==> config.mk <==
export PLATFORM = sky130hd
export DESIGN_NAME = linear_array_deque_top
export DESIGN_NICKNAME = d
export VERILOG_FILES = /design/src/rtl/lad_pkg.sv /design/src/rtl/lad_ram.sv /design/src/rtl/lad_queue.sv /design/src/rtl/lad_front.sv /design/src/rtl/lad_back.sv /design/src/rtl/linear_array_deque_top.sv
export SDC_FILE = /design/constraint.sdc
export NUM_CORES = 1
export LEC_CHECK = 0
export ABC_CLOCK_PERIOD_IN_PS = 4000
export BUFFER_PORTS_ARGS = -buffer_cell sky130_fd_sc_hd__clkbuf_2
export CELL_PAD_IN_SITES_DETAIL_PLACEMENT = 2
export CELL_PAD_IN_SITES_GLOBAL_PLACEMENT = 2
export CORE_ASPECT_RATIO = 1.25
export CORE_MARGIN = 2
export CORE_UTILIZATION = 48
export CTS_CLUSTER_DIAMETER = 200
export DETAILED_ROUTE_END_ITERATION = 6
export PLACE_DENSITY_LB_ADDON = 0.12
export SETUP_SLACK_MARGIN = 0.5
export SYNTH_ARGS = -nofsm -noshare
export SYNTH_HDL_FRONTEND = slang
export SYNTH_HIERARCHICAL = 1
export SYNTH_SLANG_ARGS = --single-unit
==> constraint.sdc <==
create_clock -name clock -period 4 [get_ports clock]
set_input_delay 0.2 -clock clock [delete_from_list [all_inputs] [get_ports clock]]
set_output_delay 0.2 -clock clock [all_outputs]
set_load 0.03 [all_outputs]
==> src/rtl/lad_pkg.sv <==
// Shared types and constants for the linear array deque.
package lad_pkg;

   localparam int LAD_DEPTH_DEFAULT = 8;
   // Widest slot index at the largest supported depth (64).
   localparam int LAD_IDX_MAX_W     = 6;
   localparam int LAD_DATA_W        = 32;
   localparam int LAD_QUEUE_DEPTH   = 2;

   typedef enum logic [2:0] {
      CMD_INS_REAR  = 3'd0,
      CMD_DEL_FRONT = 3'd1,
      CMD_INS_FRONT = 3'd2,
      CMD_DEL_REAR  = 3'd3,
      CMD_LIST      = 3'd4
   } cmd_type;

   typedef enum logic [1:0] {
      ST_OK     = 2'd0,
      ST_FULL   = 2'd1,
      ST_EMPTY  = 2'd2,
      ST_FRONT0 = 2'd3
   } status_type;

   typedef enum logic [1:0] {
      OP_STATUS = 2'd0,
      OP_WRITE  = 2'd1,
      OP_READ   = 2'd2,
      OP_LIST   = 2'd3
   } op_kind_type;

   typedef enum logic {
      BK_IDLE = 1'b0,
      BK_WORK = 1'b1
   } back_state_type;

   typedef struct packed {
      logic [2:0]                   command;
      logic signed [LAD_DATA_W-1:0] data_in;
   } req_type;

   typedef struct packed {
      logic [1:0]                   status;
      logic signed [LAD_DATA_W-1:0] data_out;
      logic                         last;
   } rsp_type;

   // One classified operation handed from front to back.
   typedef struct packed {
      op_kind_type              kind;
      status_type               status;
      logic [LAD_IDX_MAX_W-1:0] addr;
      logic [LAD_IDX_MAX_W-1:0] stop;
      logic [LAD_DATA_W-1:0]    data;
   } op_type;

   // Result waiting for the registered RAM read.
   typedef struct packed {
      logic       valid;
      logic       rd;
      status_type status;
      logic       last;
   } pend_type;

endpackage

==> src/rtl/lad_ram.sv <==
// Generic simple dual-port RAM with registered read.
module lad_ram
   import lad_pkg::*;
#(
   parameter int WIDTH = LAD_DATA_W,
   parameter int DEPTH = LAD_DEPTH_DEFAULT
) (
   input  logic                     clock,
   input  logic                     wr_en,
   input  logic [$clog2(DEPTH)-1:0] wr_addr,
   input  logic [WIDTH-1:0]         wr_data,
   input  logic                     rd_en,
   input  logic [$clog2(DEPTH)-1:0] rd_addr,
   output logic [WIDTH-1:0]         rd_data
);

   logic [WIDTH-1:0] mem_ff [DEPTH];
   logic [WIDTH-1:0] rd_data_ff;

   always_ff @(posedge clock) begin
      if (wr_en) begin
         mem_ff[wr_addr] <= wr_data;
      end
      if (rd_en) begin
         rd_data_ff <= mem_ff[rd_addr];
      end
   end

   assign rd_data = rd_data_ff;

endmodule

==> src/rtl/lad_queue.sv <==
// Short queue of classified operations between front and back.
module lad_queue
   import lad_pkg::*;
(
   input  logic   clock,
   input  logic   reset,
   input  logic   push,
   input  op_type push_op,
   input  logic   pop,
   output op_type head_op,
   output logic   full,
   output logic   empty
);

   localparam int PTR_W = $clog2(LAD_QUEUE_DEPTH);
   localparam int CNT_W = $clog2(LAD_QUEUE_DEPTH + 1);

   op_type             entry_ff [LAD_QUEUE_DEPTH];
   logic [PTR_W-1:0]   wr_ptr_ff, wr_ptr_in;
   logic [PTR_W-1:0]   rd_ptr_ff, rd_ptr_in;
   logic [CNT_W-1:0]   count_ff, count_in;

   assign full    = (count_ff == CNT_W'(LAD_QUEUE_DEPTH));
   assign empty   = (count_ff == '0);
   assign head_op = entry_ff[rd_ptr_ff];

   always_comb begin
      wr_ptr_in = wr_ptr_ff;
      rd_ptr_in = rd_ptr_ff;
      count_in  = count_ff;
      if (push) begin
         wr_ptr_in = (wr_ptr_ff == PTR_W'(LAD_QUEUE_DEPTH - 1)) ? '0 : wr_ptr_ff + 1'b1;
      end
      if (pop) begin
         rd_ptr_in = (rd_ptr_ff == PTR_W'(LAD_QUEUE_DEPTH - 1)) ? '0 : rd_ptr_ff + 1'b1;
      end
      if (push && !pop) begin
         count_in = count_ff + 1'b1;
      end else if (pop && !push) begin
         count_in = count_ff - 1'b1;
      end
   end

   always_ff @(posedge clock) begin
      if (reset) begin
         wr_ptr_ff <= '0;
         rd_ptr_ff <= '0;
         count_ff  <= '0;
      end else begin
         wr_ptr_ff <= wr_ptr_in;
         rd_ptr_ff <= rd_ptr_in;
         count_ff  <= count_in;
      end
   end

   always_ff @(posedge clock) begin
      if (push) begin
         entry_ff[wr_ptr_ff] <= push_op;
      end
   end

   a_no_overflow: assert property (@(posedge clock) disable iff (reset)
      !(push && full && !pop))
      else $error("operation queue overflow");

   a_no_underflow: assert property (@(posedge clock) disable iff (reset)
      !(pop && empty))
      else $error("operation queue underflow");

endmodule

==> src/rtl/lad_front.sv <==
// Command front end: tracks head, tail and empty flag and classifies commands.
module lad_front
   import lad_pkg::*;
#(
   parameter int DEPTH = LAD_DEPTH_DEFAULT
) (
   input  logic    clock,
   input  logic    reset,
   input  logic    accept,
   input  req_type req,
   output logic    push,
   output op_type  push_op
);

   localparam int IDX_W = $clog2(DEPTH);

   logic [IDX_W-1:0] head_ff, head_in;
   logic [IDX_W-1:0] tail_ff, tail_in;
   logic             empty_ff, empty_in;

   always_comb begin
      head_in        = head_ff;
      tail_in        = tail_ff;
      empty_in       = empty_ff;
      push           = 1'b0;
      push_op.kind   = OP_STATUS;
      push_op.status = ST_OK;
      push_op.addr   = LAD_IDX_MAX_W'(head_ff);
      push_op.stop   = LAD_IDX_MAX_W'(tail_ff);
      push_op.data   = req.data_in;
      if (accept) begin
         unique case (req.command)
            CMD_INS_REAR: begin
               push = 1'b1;
               if (empty_ff) begin
                  head_in      = '0;
                  tail_in      = '0;
                  empty_in     = 1'b0;
                  push_op.kind = OP_WRITE;
                  push_op.addr = '0;
               end else if (tail_ff == IDX_W'(DEPTH - 1)) begin
                  push_op.status = ST_FULL;
               end else begin
                  tail_in      = tail_ff + 1'b1;
                  push_op.kind = OP_WRITE;
                  push_op.addr = LAD_IDX_MAX_W'(tail_in);
               end
            end
            CMD_INS_FRONT: begin
               push = 1'b1;
               if (empty_ff) begin
                  head_in      = '0;
                  tail_in      = '0;
                  empty_in     = 1'b0;
                  push_op.kind = OP_WRITE;
                  push_op.addr = '0;
               end else if (head_ff == '0) begin
                  push_op.status = ST_FRONT0;
               end else begin
                  head_in      = head_ff - 1'b1;
                  push_op.kind = OP_WRITE;
                  push_op.addr = LAD_IDX_MAX_W'(head_in);
               end
            end
            CMD_DEL_FRONT, CMD_DEL_REAR: begin
               push = 1'b1;
               if (empty_ff) begin
                  push_op.status = ST_EMPTY;
               end else begin
                  push_op.kind = OP_READ;
                  push_op.addr = (req.command == CMD_DEL_FRONT) ?
                                 LAD_IDX_MAX_W'(head_ff) : LAD_IDX_MAX_W'(tail_ff);
                  if (head_ff == tail_ff) begin
                     head_in  = '0;
                     tail_in  = '0;
                     empty_in = 1'b1;
                  end else if (req.command == CMD_DEL_FRONT) begin
                     head_in = head_ff + 1'b1;
                  end else begin
                     tail_in = tail_ff - 1'b1;
                  end
               end
            end
            CMD_LIST: begin
               push = 1'b1;
               if (empty_ff || (head_ff > tail_ff)) begin
                  push_op.status = ST_EMPTY;
               end else begin
                  push_op.kind = OP_LIST;
               end
            end
            default: begin
               // drop unknown commands: no result, no state change
               push = 1'b0;
            end
         endcase
      end
   end

   always_ff @(posedge clock) begin
      if (reset) begin
         head_ff  <= '0;
         tail_ff  <= '0;
         empty_ff <= 1'b1;
      end else begin
         head_ff  <= head_in;
         tail_ff  <= tail_in;
         empty_ff <= empty_in;
      end
   end

   a_empty_at_zero: assert property (@(posedge clock) disable iff (reset)
      empty_ff |-> (head_ff == '0 && tail_ff == '0))
      else $error("empty queue with nonzero indices");

   a_ordered: assert property (@(posedge clock) disable iff (reset)
      !empty_ff |-> (head_ff <= tail_ff))
      else $error("head index passed tail index");

endmodule

==> src/rtl/lad_back.sv <==
// Execution back end: performs slot writes and reads and emits the results.
module lad_back
   import lad_pkg::*;
#(
   parameter int DEPTH = LAD_DEPTH_DEFAULT
) (
   input  logic    clock,
   input  logic    reset,
   input  op_type  head_op,
   input  logic    q_empty,
   output logic    pop,
   output logic    rsp_valid,
   output rsp_type rsp_payload
);

   localparam int IDX_W = $clog2(DEPTH);

   back_state_type        state_ff, state_in;
   op_type                cur_ff, cur_in;
   logic [IDX_W-1:0]      addr_ff, addr_in;
   pend_type              pend_ff, pend_in;

   logic                  wr_en;
   logic                  rd_en;
   logic [LAD_DATA_W-1:0] rd_data;

   lad_ram #(
      .WIDTH (LAD_DATA_W),
      .DEPTH (DEPTH)
   ) u_slots (
      .clock   (clock),
      .wr_en   (wr_en),
      .wr_addr (addr_ff),
      .wr_data (cur_ff.data),
      .rd_en   (rd_en),
      .rd_addr (addr_ff),
      .rd_data (rd_data)
   );

   always_comb begin
      state_in       = state_ff;
      cur_in         = cur_ff;
      addr_in        = addr_ff;
      pop            = 1'b0;
      wr_en          = 1'b0;
      rd_en          = 1'b0;
      pend_in.valid  = 1'b0;
      pend_in.rd     = 1'b0;
      pend_in.status = ST_OK;
      pend_in.last   = 1'b1;
      unique case (state_ff)
         BK_IDLE: begin
            if (!q_empty) begin
               pop      = 1'b1;
               cur_in   = head_op;
               addr_in  = head_op.addr[IDX_W-1:0];
               state_in = BK_WORK;
            end
         end
         BK_WORK: begin
            pend_in.valid  = 1'b1;
            pend_in.status = cur_ff.status;
            state_in       = BK_IDLE;
            unique case (cur_ff.kind)
               OP_STATUS: ;
               OP_WRITE:  wr_en = 1'b1;
               OP_READ: begin
                  rd_en      = 1'b1;
                  pend_in.rd = 1'b1;
               end
               OP_LIST: begin
                  // advance one slot per cycle until the tail
                  rd_en        = 1'b1;
                  pend_in.rd   = 1'b1;
                  pend_in.last = (addr_ff == cur_ff.stop[IDX_W-1:0]);
                  if (!pend_in.last) begin
                     addr_in  = addr_ff + 1'b1;
                     state_in = BK_WORK;
                  end
               end
               default: ;
            endcase
         end
         default: state_in = BK_IDLE;
      endcase
   end

   always_ff @(posedge clock) begin
      if (reset) begin
         state_ff      <= BK_IDLE;
         pend_ff.valid <= 1'b0;
      end else begin
         state_ff      <= state_in;
         pend_ff.valid <= pend_in.valid;
      end
      cur_ff         <= cur_in;
      addr_ff        <= addr_in;
      pend_ff.rd     <= pend_in.rd;
      pend_ff.status <= pend_in.status;
      pend_ff.last   <= pend_in.last;
   end

   assign rsp_valid            = pend_ff.valid;
   assign rsp_payload.status   = pend_ff.status;
   assign rsp_payload.data_out = pend_ff.rd ? rd_data : '0;
   assign rsp_payload.last     = pend_ff.last;

   a_read_issued: assert property (@(posedge clock) disable iff (reset)
      (pend_ff.valid && pend_ff.rd) |-> $past(rd_en))
      else $error("read result without a slot read");

   a_pop_when_idle: assert property (@(posedge clock) disable iff (reset)
      pop |-> (state_ff == BK_IDLE && !q_empty))
      else $error("pop outside idle state");

endmodule

==> src/rtl/linear_array_deque_top.sv <==
// A result appears on rsp_ once a request taken with the back end idle has passed the queue,
// the back end's operation register and the pending-result register. The back end runs one
// operation at a time; a list reads one slot per cycle from the single-read slot RAM.
// busy rises while the two-entry operation queue is full; results cannot be stalled.
// Reset clears head, tail, empty flag, queue and back end; slot contents are not cleared.
module linear_array_deque_top
   import lad_pkg::*;
#(
   parameter int DEPTH = LAD_DEPTH_DEFAULT
) (
   input  logic    clock,
   input  logic    reset,
   input  logic    start,
   output logic    busy,
   input  req_type req_payload,
   output logic    rsp_valid,
   output rsp_type rsp_payload
);

   logic   accept;
   logic   push;
   op_type push_op;
   logic   pop;
   op_type head_op;
   logic   q_full;
   logic   q_empty;

   assign busy   = q_full;
   assign accept = start && !busy;

   lad_front #(
      .DEPTH (DEPTH)
   ) u_front (
      .clock   (clock),
      .reset   (reset),
      .accept  (accept),
      .req     (req_payload),
      .push    (push),
      .push_op (push_op)
   );

   lad_queue u_queue (
      .clock   (clock),
      .reset   (reset),
      .push    (push),
      .push_op (push_op),
      .pop     (pop),
      .head_op (head_op),
      .full    (q_full),
      .empty   (q_empty)
   );

   lad_back #(
      .DEPTH (DEPTH)
   ) u_back (
      .clock       (clock),
      .reset       (reset),
      .head_op     (head_op),
      .q_empty     (q_empty),
      .pop         (pop),
      .rsp_valid   (rsp_valid),
      .rsp_payload (rsp_payload)
   );

endmodule
Yosys cells after proc, flatten, opt, wreduce, memory -nomap -nowiden
Memories as Yosys holds them, arrays and structs flattened. A register that Yosys moved wholly into a read port is not among the register bits.
Index checks and enable logic that the tools add are counted.
W data, S select, Z words.
- flip-flop bits (word level): 59
- bits in writable memories: 346
- input bits: 38
- output and inout port bits: 37
- logic and storage cells: 139
- memories kept: 2
- add/subtract/negate cells: 9
- order comparisons: 1
- equal/unequal tests: 21
- muxes and demuxes: 65
- bitwise gates (word level): 2
- reduce and logical (&&, ||, !) cells: 23
- memories (memory ; depth ; width ; read ports ; clocked after memory_dff ; wr ports ; RTL line ; text):
    u_back.u_slots.mem_ff ; 8 ; 32 ; 1 ; 1 ; 1 ; lad_ram.sv:17 ; logic [WIDTH-1:0] mem_ff [DEPTH];
    u_queue.entry_ff ; 2 ; 45 ; 1 ; 1 ; 1 ; lad_queue.sv:18 ; op_type entry_ff [LAD_QUEUE_DEPTH];
- operator list (cell ; number):
    $mux W3 ; 17
    $mux W32 ; 1
    $mux W1 ; 26
    $mux W2 ; 9
    $mux W6 ; 3
    $pmux W3 S3 ; 2
    $pmux W6 S3 ; 1
    $pmux W4 S4 ; 1
    $reduce_and A6 Y1 ; 2
    $mux W10 ; 1
    $add A3 B1 Y3 const B ; 3
    $ne A2 B2 Y1 const B ; 4
    $eq A2 B2 Y1 const B ; 3
    $eq A3 B2 Y1 const B ; 2
    $eq A3 B3 Y1 ; 2
    $eq A3 B3 Y1 const B ; 2
    $logic_not A3 Y1 ; 2
    $ne A3 B2 Y1 const B ; 2
    $pmux W3 S2 ; 1
    $reduce_and A2 Y1 ; 3
    $reduce_or A2 Y1 ; 3
    $sub A3 B1 Y3 const B ; 2
    $mux W5 ; 1
    $reduce_or A5 Y1 ; 1
    18 further kinds ; 27

Longest topological paths before layout
Gate-level depths: netlist of run 1.
- depth in word-level cells: 8
- mapped depth: 8
- depth with buffers taken out: 8

Hierarchy
Netlist of run 1, hierarchy kept.
- modules (own cells, without submodules) (module ; instances ; cells each ; area an instance (um2) ; sequential area each (um2)):
    lad_ram ; 1 ; 415 ; 10786.6 ; 8648.3
    lad_queue ; 1 ; 171 ; 3671.0 ; 2982.9
    lad_back ; 1 ; 108 ; 1786.7 ; 1381.3
    lad_front ; 1 ; 159 ; 1214.9 ; 140.1
    linear_array_deque_top ; 1 ; 1 ; 13.8 ; 0.0

Worst setup path before layout of run 1
Ideal clock, no wire load.
- kind: reg-to-reg
- from: register u_queue.count_ff[0]
- to: memory u_queue/entry_ff[0][0] (netlist name), enable pin
- setup time: 459 ps
- data arrival time: 3229 ps
- required time: 3541 ps
- path slack: 311 ps
- cell stages (with the launch flop): 5
- path buffers: 0
- period minus slack after synthesis: 3689 ps
- cells stage by stage: dfxtp_1 and2b_2 nor2b_4 and2_1 nor2b_1
- word-level cells in the longest chain between the ends: 6
- ends and longest elaborated chain (element ; RTL line ; text):
    start: declaration ; lad_queue.sv:21 ; logic [CNT_W-1:0] count_ff, count_in;
    start signal: assignment ; lad_queue.sv:52 ; count_ff <= count_in;
    $eq A2 B2 Y1 ; lad_queue.sv:23 ; assign full = (count_ff == CNT_W'(LAD_QUEUE_DEPTH));
    via busy ; linear_array_deque_top.sv:14 ; output logic busy,
    $logic_not A1 Y1 ; linear_array_deque_top.sv:29 ; assign accept = start && !busy;
    $logic_and A1 B1 Y1 ; linear_array_deque_top.sv:29 ;
    via accept ; linear_array_deque_top.sv:20 ; logic accept;
    $mux W1 ; lad_front.sv:31 ; if (accept) begin
    via push ; linear_array_deque_top.sv:21 ; logic push;
    $mux W1 ; lad_queue.sv:57 ; if (push) begin
    $mux W1 (not written as such) ; lad_queue.sv:58 ; entry_ff[wr_ptr_ff] <= push_op;
    end: declaration ; lad_queue.sv:18 ;
The timed path passes the listed nets, and every way through them passes these cells.

Worst setup path after layout of run 1
- from: register u_back.addr_ff[1]
- to: memory u_back/u_slots/mem_ff[2][6] (netlist name), enable pin
- RTL lines (element ; RTL line ; text):
    start: declaration ; lad_back.sv:20 ; logic [IDX_W-1:0] addr_ff, addr_in;
    start signal: assignment ; lad_back.sv:97 ; addr_ff <= addr_in;
    end: declaration ; lad_ram.sv:17 ;
Straight into the memory's write port.

==> results of run 1 <==
-- area by class of cell --
type	count	area, µm²	share of cell area
Clock buffer	51	1149	0.05930
Clock inverter	27	210.2	0.01085
Inverter	11	41.29	0.002132
Multi-Input combinational cell	318	3745	0.1933
Sequential cell	432	12790	0.6605
Tap cell	474	593.1	0.03062
Timing Repair Buffer	123	838.3	0.04328
-- worst max-delay path: stages (launching register included) --
cell	delay, ns
edfxtp_1	1.11
nand2b_1	0.39
nor2_4	1.10
-- final timing paths --
kind | slack (ns) | end | depth (start not counted) | startpoint
hold / removal | 0.09 | u_front/head_ff[1]$_SDFFE_PP0P_ | 2 | reset
hold reg to reg | 0.47 | u_back/rsp_payload[34]$_SDFF_PN0_ | 1 | u_back/cur_ff[45]$_DFFE_PP_
setup reg to reg | 0.99 | u_back/u_slots/mem_ff[2][6]$_DFFE_PP_ | 2 | u_back/addr_ff[1]$_DFFE_PP_
setup / recovery | 0.99 | u_back/u_slots/mem_ff[2][6]$_DFFE_PP_ | 2 | u_back/addr_ff[1]$_DFFE_PP_
-- flip-flops by register name (all words and copies together) (netlist names), 2 cells and up, named ones only --
register	flops
u_back/addr_ff	3
u_back/u_slots/mem_ff	256
u_back/cur_ff	39
u_front/head_ff	3
u_back/rsp_payload	3
u_queue/entry_ff	84
u_back/u_slots/rd_data	32
u_front/tail_ff	3
u_queue/count_ff	2
-- power groups by stage --
stage	clock network (µW)	logic [µW]	registers, µW
2_1_floorplan	0	1940	6290
3_3_place_gp	0	2360	6490
3_5_place_dp	0	2540	6640
4_1_cts	4030	2610	6550
5_1_grt	4170	2750	6600
6_report	3940	2570	6530
-- through the flow --
| stage | std cells | power [µW] | setup WS (ns) | area, µm² |
|---|---|---|---|---|
| finish | 1436 | 13050 | 0.9855 | 19370 |
| global placement | 1325 | 8853 | 1.280 | 17660 |
| global route | 1436 | 13520 | 0.8601 | 19370 |
| CTS | 1435 | 13190 | 0.9824 | 19340 |
| detailed placement | 1325 | 9180 | 1.088 | 17660 |
| floorplan | 829 | 8229 | 0.5849 | 17000 |
-- routing by layer --
metal | wire (µm) | vias to the layer above
li1 | - | 3502
met1 | 16300 | 4374
met2 | 22780 | 206
met3 | 1359 | 65
met4 | 1146 | 0
met5 | 0 | -
==> flow_summary_export.csv, run 1 <==
group,metric,value,unit
clocking,post_cts_buffers,0,
worst_setup_path,cp_max_fo,32,
drt,detail-route-antenna-nets,0,
clocking,clkTransAtPathRegs,0.06,ns
clocking,ctsHoldBuffers,32,
worst_setup_path,critical_path_class,"flip-flop to flip-flop",
power_and_ir_drop,p_per_area,673.5,nW/µm²
cells_and_area,finish.utilization,0.5508,
floorplanning,rows,77,
drt,via_count,8147,
clocking,ctsLongestPathBuffers,3,
cells_and_area,drive_gt1_frac,0.2921,
synthesis,avgSynthCellArea,20.50,µm²
timing,rsz0062_at_grt,"no",
timing,worst_pin_slew,1.352,ns
drt,first_pass_iters,5,
worst_setup_path,cp-end-kind,"flip-flop",
cells_and_area,fin_nets,978,
power_and_ir_drop,comb_power_share,0.197,
timing,fin_crit,3.015,ns
timing,drv_slew,0,
global_routing,use_met3,0.02935,
flow_run,maxCapViolCount,0,
synthesis,synth_warnings,6,
power_and_ir_drop,intPower,9344,µW
drt,drt_first_iter_violations,611,
place,routabilityCongestion,0.7885,
place,portBuffers,74,
cells_and_area,area_growth,13.96,%
global_routing,grtUsageMet1,0.2859,
global_routing,antenna_found_initial,1,
worst_setup_path,critPathRequiredTime,4.15,ns
power_and_ir_drop,seq_power_share,0.501,
floorplanning,io_pins,75,
cells_and_area,final_cell_mix,"edfxtp_1, mux2_2, clkbuf_2",
global_routing,grt_max_degree,49,
synthesis,syn_inst,829,
synthesis,synth.net_count,878,
power_and_ir_drop,swShare,0.2838,
floorplanning,die_area,36940,µm²
timing,hold_ws,0.08873,ns
drt,drt-wirelength-per-cell,28.95,µm
clocking,cts_buffers,43,
clocking,post_cts_resized,0,
global_routing,busiest_layer,"met2",
floorplanning,initial_core_util,0.4833,
cells_and_area,antenna_cells,0,
cells_and_area,final_common_cell,"edfxtp_1",
timing,hold_viol,0,
clocking,htreeDepth,2,
floorplanning,fp.dieW,172.3,µm
hold_path,min_path_type,"primary input to flip-flop",
drt,remaining_drc_errors,0,
status,status,"complete, no violations",
global_routing,use_met2,0.4238,
timing,relSlewSlack,0.09684,
timing,period_share,0.7536,
worst_setup_path,cp.arrival,3.16,ns
floorplanning,core_area,35170,µm²
power_and_ir_drop,p_sw,3702,µW
drt,viasPerCell,5.673,
place,dpl.hpwl,24850,µm
timing,tns,0,ns
floorplanning,die_h,214.4,µm
clocking,clk_latency,0.55,ns
timing,skew,0.01992,ns
power_and_ir_drop,p_leak,0.006545,µW
drt,finalWirelength,41580,µm
power_and_ir_drop,p_clk_frac,0.302,
worst_setup_path,start_kind,"flip-flop",
power_and_ir_drop,ir_worst_vdd,394.4,µV
clocking,cts_sinks,432,
global_routing,grt-ovfl-total,0,
cells_and_area,fillerInstances,2954,
global_routing,grt_pass1_vias,9045,
clocking,cts_tree,"done",
timing,setup_violations,0,
global_routing,grt_first_pass_wirelength,61080,µm
timing,fmax,331.7,MHz
clocking,ctsRootBufferMaster,"clkbuf_16",
synthesis,netlist_area,17000,µm²
global_routing,track_usage,0.2331,
No activity file was read; power rests on OpenSTA's default activity.
==> run 2, diff against run 1 <==
ABC_AREA = 1   (was default)
ABC_CLOCK_PERIOD_IN_PS = 2700   (was 4000)
CORE_UTILIZATION = 38   (was 48)
clock period = 2.7 ns   (was 4 ns; I/O delays follow)
==> run 2 against run 1 <==
  * Register-to-register slack worse by 0.39 ns
  * Critical endpoint is now u_back/u_slots/mem_ff[2][17]$_DFFE_PP_
  * Non-clock buffer count increased by 24
  * Core utilization shrank 11 points
  * Die area rose by 37%
  * Worst setup slack got worse by 0.39 ns
  * Synthesized cell count is 100% higher
  * First-iteration DRC count decreased by 22%
  * Largest power group unchanged
  * Via count grew 44%
==> flow_summary_export.csv, run 2 <==
group,metric,value,unit
status,status,"complete, no violations",
place,dpl.cell_count,2333,
timing,period_share,0.7779,
global_routing,grt_max_degree,99,
timing,relSlewSlack,0.5837,
cells_and_area,reg_top3,"u_back/u_slots/mem_ff (256), u_queue/entry_ff (84), u_back/cur_ff (39)",
timing,fmax,476.1,MHz
global_routing,grt-ovfl-total,0,
worst_setup_path,critPathRequiredTime,2.91,ns
worst_setup_path,cp_max_fo,19,
global_routing,track_usage,0.2097,
cells_and_area,area_growth,15.00,%
synthesis,synth.net_count,1717,
worst_setup_path,cp.arrival,2.31,ns
power_and_ir_drop,finalPower,21940,µW
timing,worst_pin_slew,0.6237,ns
drt,detail-route-antenna-nets,0,
hold_path,min_path_type,"primary input to flip-flop",
worst_setup_path,r2r_start,"u_back/state_ff$_SDFF_PP0_",
place,dpl.hpwl,32290,µm
cells_and_area,final_cell_mix,"nand2_1, edfxtp_1, inv_1",
flow_run,maxCapViolCount,0,
cells_and_area,antenna_cells,0,
power_and_ir_drop,p_clk_frac,0.273,
clocking,ctsLongestPathBuffers,3,
clocking,htreeDepth,2,
place,routabilityCongestion,0.7427,
clocking,clk_latency,0.56,ns
global_routing,grt_first_pass_wirelength,80010,µm
floorplanning,fp.dieW,201.6,µm
power_and_ir_drop,swShare,0.3492,
hold_path,hold_depth,3,
worst_setup_path,start_kind,"flip-flop",
timing,skew,0.01719,ns
hold_path,holdPathEnd,"u_queue/entry_ff[0][46]$_DFFE_PP_",
timing,rsz0062_at_grt,"no",
drt,remaining_drc_errors,0,
cells_and_area,largest_reg_flops,256,
place,dp_slack,0.4829,ns
timing,tns,0,ns
floorplanning,die_h,250.9,µm
drt,via_count,11730,
worst_setup_path,slowest_delay,0.38,ns
clocking,clkTransAtPathRegs,0.06,ns
cells_and_area,regMostFlops,"u_back/u_slots/mem_ff",
worst_setup_path,cp_cell_sequence,"inv_1 > nor3_1 > nand2_1 > nor2_4 > buf_4",
worst_setup_path,cp-end-kind,"flip-flop",
clocking,ctsRootBufferMaster,"clkbuf_16",
cells_and_area,finish.utilization,0.4423,
cells_and_area,fin_nets,1820,
clocking,cts_sinks,432,
floorplanning,io_pins,75,
global_routing,grt_pass1_vias,13490,
power_and_ir_drop,p_per_area,1029,nW/µm²
timing,fin_crit,2.100,ns
power_and_ir_drop,intPower,14270,µW
cells_and_area,final_common_cell,"nand2_1",
cells_and_area,stdcell_count,2448,
drt,first_pass_iters,5,
timing,fin_ws,0.5998,ns
floorplanning,rows,90,
power_and_ir_drop,seq_power_share,0.457,
worst_setup_path,r2r_end,"u_back/u_slots/mem_ff[2][17]$_DFFE_PP_",
hold_path,timing.hold.worst.start,"req_payload[33]",
drt,viasPerCell,4.793,
power_and_ir_drop,p_sw,7661,µW
worst_setup_path,worst-r2r-cell-count,5,
timing,drv_slew,0,
synthesis,netlist_area,18540,µm²
clocking,cts_buffers,46,
synthesis,avgSynthCellArea,11.11,µm²
timing,setup_violations,0,
timing,hold_viol,0,
cells_and_area,drive_gt1_frac,0.1380,
cells_and_area,fillerInstances,5034,
floorplanning,core_area,48200,µm²
drt,drt-wirelength-per-cell,21.20,µm
clocking,post_cts_buffers,0,
drt,drt_first_iter_violations,474,
worst_setup_path,critical_path_class,"flip-flop to flip-flop",
worst_setup_path,cp_slowest_cell,"nor3_1",
drt,finalWirelength,51890,µm
worst_setup_path,regToRegSetupSlack,0.60,ns
worst_setup_path,critPathTopFamily,"simple AND/OR/NAND/NOR gates",
floorplanning,die_area,50580,µm²
synthesis,synth_warnings,6,
power_and_ir_drop,comb_power_share,0.270,
global_routing,antenna_found_initial,1,
floorplanning,initial_core_util,0.3846,
power_and_ir_drop,p_leak,0.009269,µW
synthesis,syn_inst,1668,
worst_setup_path,cp.buffers_inverters,2,
clocking,cts_tree,"done",
place,portBuffers,74,
power_and_ir_drop,ir_worst_vdd,708.2,µV
## run 2: how the worst max path moves through the flow
stage                                                 from                                      to  slack (ns)  cells past startpoint
after floorplan                 u_back/state_ff$_SDFF_PP0_   u_back/u_slots/mem_ff[1][0]$_DFFE_PP_        0.02                      4
final                           u_back/state_ff$_SDFF_PP0_  u_back/u_slots/mem_ff[2][17]$_DFFE_PP_        0.60                      5
after detailed placement  u_queue/count_ff[0]$_SDFFE_PP0P_       u_queue/entry_ff[0][18]$_DFFE_PP_        0.48                      9
after global routing      u_queue/count_ff[0]$_SDFFE_PP0P_       u_queue/entry_ff[1][24]$_DFFE_PP_        0.51                      9
after global placement    u_queue/count_ff[1]$_SDFFE_PP0P_       u_queue/entry_ff[0][17]$_DFFE_PP_        0.57                     10
after CTS                 u_queue/count_ff[0]$_SDFFE_PP0P_       u_queue/entry_ff[1][21]$_DFFE_PP_        0.55                      9
## run 2: layer usage
| layer | wire (µm) | GRT usage | part of all wire | vias up |
|---|---|---|---|---|
| met5 | 0 | 0 | 0 | - |
| met4 | 933 | 0.04979 | 0.018 | 0 |
| met3 | 1369 | 0.02178 | 0.026 | 63 |
| met2 | 28140 | 0.3997 | 0.54 | 162 |
| met1 | 21440 | 0.2526 | 0.41 | 6013 |
| li1 | - | - | - | 5495 |
## run 2: cell type report
type / instances / area [µm²] / area share
Clock inverter: 22 / 188.9 / 0.008863
Inverter: 335 / 1262 / 0.05922
Sequential cell: 432 / 12790 / 0.6002
Clock buffer: 59 / 1200 / 0.05629
Tap cell: 644 / 805.8 / 0.03780
Multi-Input combinational cell: 809 / 3946 / 0.1851
Timing Repair Buffer: 147 / 1120 / 0.05253
## run 2: power groups by stage
| stage | Combinational, µW | Clock, µW | Sequential [µW] |
|---|---|---|---|
| 6_report | 5930 | 5980 | 10000 |
| 5_1_grt | 6640 | 6370 | 10200 |
| 4_1_cts | 6100 | 6150 | 10100 |
| 3_5_place_dp | 5970 | 0 | 10200 |
| 3_3_place_gp | 5750 | 0 | 10100 |
| 2_1_floorplan | 3990 | 0 | 9700 |
## run 2: per-stage QoR
stage / cell area (µm²) / hold WS (ns)
after floorplan: 18570 / 0.1974
after global placement: 19570 / 0.3251
after detailed placement: 19570 / 0.3289
after CTS: 21310 / 0.1155
after global routing: 21320 / 0.1921
final: 21320 / 0.1302
## run 2: worst reg2reg max path: stages, from the launching register on
cell     delay [ns]
dfxtp_1        0.34
inv_1          0.12
nor3_1         0.38
nand2_1        0.34
nor2_4         0.20
buf_4          0.37
## run 2: what timing repair did
action,CTS,global route
pin swaps,0,0
hold buffers,34,0
hold endpoints to repair,68,0
setup endpoints to repair,54,57
gates resized for setup,2,4
==> run 3, diff against run 2 <==
ABC_CLOCK_PERIOD_IN_PS = 1700   (was 2700)
clock period = 1.7 ns   (was 2.7 ns; I/O delays follow)
==> run 3 against run 2 <==
  * The flow now finishes with violations (setup timing)
  * Register-to-register slack got worse by 0.83 ns
  * First-iteration DRC count grew 150%
  * Cell count increased by 8.3%
  * Core utilization is 13 points higher
  * Worst setup slack worse by 0.83 ns
  * Via count grew 24%
  * Largest cell class unchanged
  * Highest routed layer is now met5
==> flow_summary_export.csv, run 3 (synthesis results as in run 2) <==
group,metric,value,unit
floorplanning,fp.dieW,201.6,µm
global_routing,grt_max_degree,37,
power_and_ir_drop,swShare,0.4040,
global_routing,grt-ovfl-total,0,
cells_and_area,finish.utilization,0.5740,
worst_setup_path,start_kind,"flip-flop",
floorplanning,rows,90,
global_routing,grt_pass1_vias,15450,
global_routing,grt_first_pass_wirelength,108000,µm
hold_path,holdPathEnd,"u_front/head_ff[0]$_SDFFE_PP0P_",
drt,detail-route-antenna-nets,0,
clocking,ctsLongestPathBuffers,3,
status,status,"complete, but fails checks",
cells_and_area,final_common_cell,"edfxtp_1",
cells_and_area,reg_top3,"u_back/u_slots/mem_ff (256), u_queue/entry_ff (84), u_back/cur_ff (39)",
cells_and_area,stdcell_count,2650,
place,dpl.cell_count,2350,
timing,setup_violations,393,
timing,relSlewSlack,0.6196,
power_and_ir_drop,p_clk_frac,0.223,
cells_and_area,fin_nets,2020,
clocking,cts_buffers,46,
timing,fin_ws,-0.2262,ns
timing,worst_pin_slew,0.5707,ns
cells_and_area,final_cell_mix,"edfxtp_1, nand2_1, inv_1",
floorplanning,initial_core_util,0.3846,
cells_and_area,largest_reg_flops,256,
worst_setup_path,regToRegSetupSlack,-0.23,ns
power_and_ir_drop,ir_worst_vdd,1035,µV
timing,skew,0.03303,ns
cells_and_area,antenna_cells,0,
worst_setup_path,critPathLaunch,"u_queue/count_ff[1]$_SDFFE_PP0P_",
flow_run,maxCapViolCount,0,
worst_setup_path,worst-r2r-cell-count,12,
drt,finalWirelength,92830,µm
timing,hold_ws,0.07095,ns
place,routabilityCongestion,0.7427,
drt,via_count,14560,
power_and_ir_drop,finalPower,48560,µW
timing,fmax,519.2,MHz
worst_setup_path,r2r_end,"u_queue/entry_ff[1][5]$_DFFE_PP_",
clocking,cts_tree,"done",
power_and_ir_drop,intPower,28940,µW
clocking,cts_sinks,432,
timing,period_share,1.133,
timing,fin_crit,1.926,ns
hold_path,timing.hold.worst.start,"req_payload[33]",
drt,first_pass_iters,5,
clocking,ctsRootBufferMaster,"clkbuf_16",
global_routing,track_usage,0.2982,
floorplanning,io_pins,75,
power_and_ir_drop,p_per_area,1755,nW/µm²
worst_setup_path,critical_path_class,"flip-flop to flip-flop",
timing,drv_slew,0,
drt,drt-wirelength-per-cell,35.03,µm
global_routing,antenna_found_initial,1,
power_and_ir_drop,comb_power_share,0.439,
power_and_ir_drop,p_sw,19620,µW
worst_setup_path,critPathRequiredTime,2.01,ns
clocking,clkTransAtPathRegs,0.07,ns
worst_setup_path,cp_max_fo,7,
floorplanning,die_area,50580,µm²
worst_setup_path,cp.arrival,2.23,ns
drt,remaining_drc_errors,0,
clocking,htreeDepth,2,
floorplanning,die_h,250.9,µm
hold_path,hold_depth,7,
cells_and_area,area_growth,49.24,%
drt,viasPerCell,5.493,
power_and_ir_drop,seq_power_share,0.338,
clocking,clk_latency,0.62,ns
cells_and_area,regMostFlops,"u_back/u_slots/mem_ff",
timing,hold_viol,0,
worst_setup_path,r2r_start,"u_queue/count_ff[1]$_SDFFE_PP0P_",
floorplanning,core_area,48200,µm²
place,dpl.hpwl,30700,µm
status,violations,"setup timing",
place,portBuffers,74,
drt,drt_first_iter_violations,1178,
place,dp_slack,-0.02682,ns
timing,rsz0062_at_grt,"yes",
cells_and_area,drive_gt1_frac,0.4417,
worst_setup_path,cp-end-kind,"flip-flop",
hold_path,min_path_type,"primary input to flip-flop",
power_and_ir_drop,p_leak,0.01194,µW
## run 3: through the flow
stage                     cell area [µm²]  setup TNS (ns)
after detailed placement            19990        -0.05347
final                               27670          -43.37
after floorplan                     18850          -39.90
after global placement              19990               0
after CTS                           25140               0
after global routing                27670          -55.69
## run 3: power groups by stage
stage	clock network (µW)	logic [µW]	registers [µW]
3_3_place_gp	0	9500	16000
5_1_grt	11200	21800	16500
6_report	10800	21300	16400
2_1_floorplan	0	6770	15400
3_5_place_dp	0	9880	16100
4_1_cts	10200	15000	15900
## run 3: metal layers
metal	wire length, µm	up-vias	track usage
met5	9	-	0
met4	6043	2	0.1382
met3	4972	287	0.04161
met2	47700	696	0.5493
met1	34110	7627	0.3410
li1	-	5944	-
## run 3: repair_timing
item	4_1_cts	5_1_grt
hold buffers	34	0
endpoints found under the setup margin	549	553
buffers inserted	68	42
cloned	45	28
pin swaps	68	130
hold endpoints to repair	72	0
gates resized for setup	371	441
## run 3: worst max-delay path by stage
| stage | to | cells after the start | slack, ns |
|---|---|---|---|
| floorplan | u_queue/entry_ff[1][0]$_DFFE_PP_ | 9 | -0.35 |
| global placement | u_back/u_slots/rd_data[28]$_DFFE_PP_ | 7 | 0.04 |
| detailed placement | u_front/tail_ff[2]$_SDFFE_PP0P_ | 12 | -0.03 |
| CTS | u_queue/entry_ff[1][32]$_DFFE_PP_ | 12 | 0.01 |
| global route | u_queue/entry_ff[1][7]$_DFFE_PP_ | 12 | -0.28 |
| finish | u_queue/entry_ff[1][5]$_DFFE_PP_ | 12 | -0.23 |
## run 3: worst max-delay path, cell delays in order, from the launching register on
cell        delay, ns
dfxtp_2          0.34
inv_2            0.09
nor2_4           0.05
nor2_2           0.10
inv_2            0.09
nor2_4           0.12
inv_2            0.08
o21ai_4          0.09
nand2_2          0.11
clkinvlp_4       0.10
buf_12           0.15
buf_12           0.13
buf_12           0.13
## run 3: cell type report
| class | count | area (µm²) |
|---|---|---|
| Fill cell | 4333 | 20530 |
| Multi-Input combinational cell | 809 | 5952 |
| Inverter | 335 | 1316 |
| Tap cell | 644 | 805.8 |
| Clock buffer | 56 | 1220 |
| Sequential cell | 432 | 12820 |
| Clock inverter | 27 | 259.0 |
| Timing Repair Buffer | 347 | 5291 |
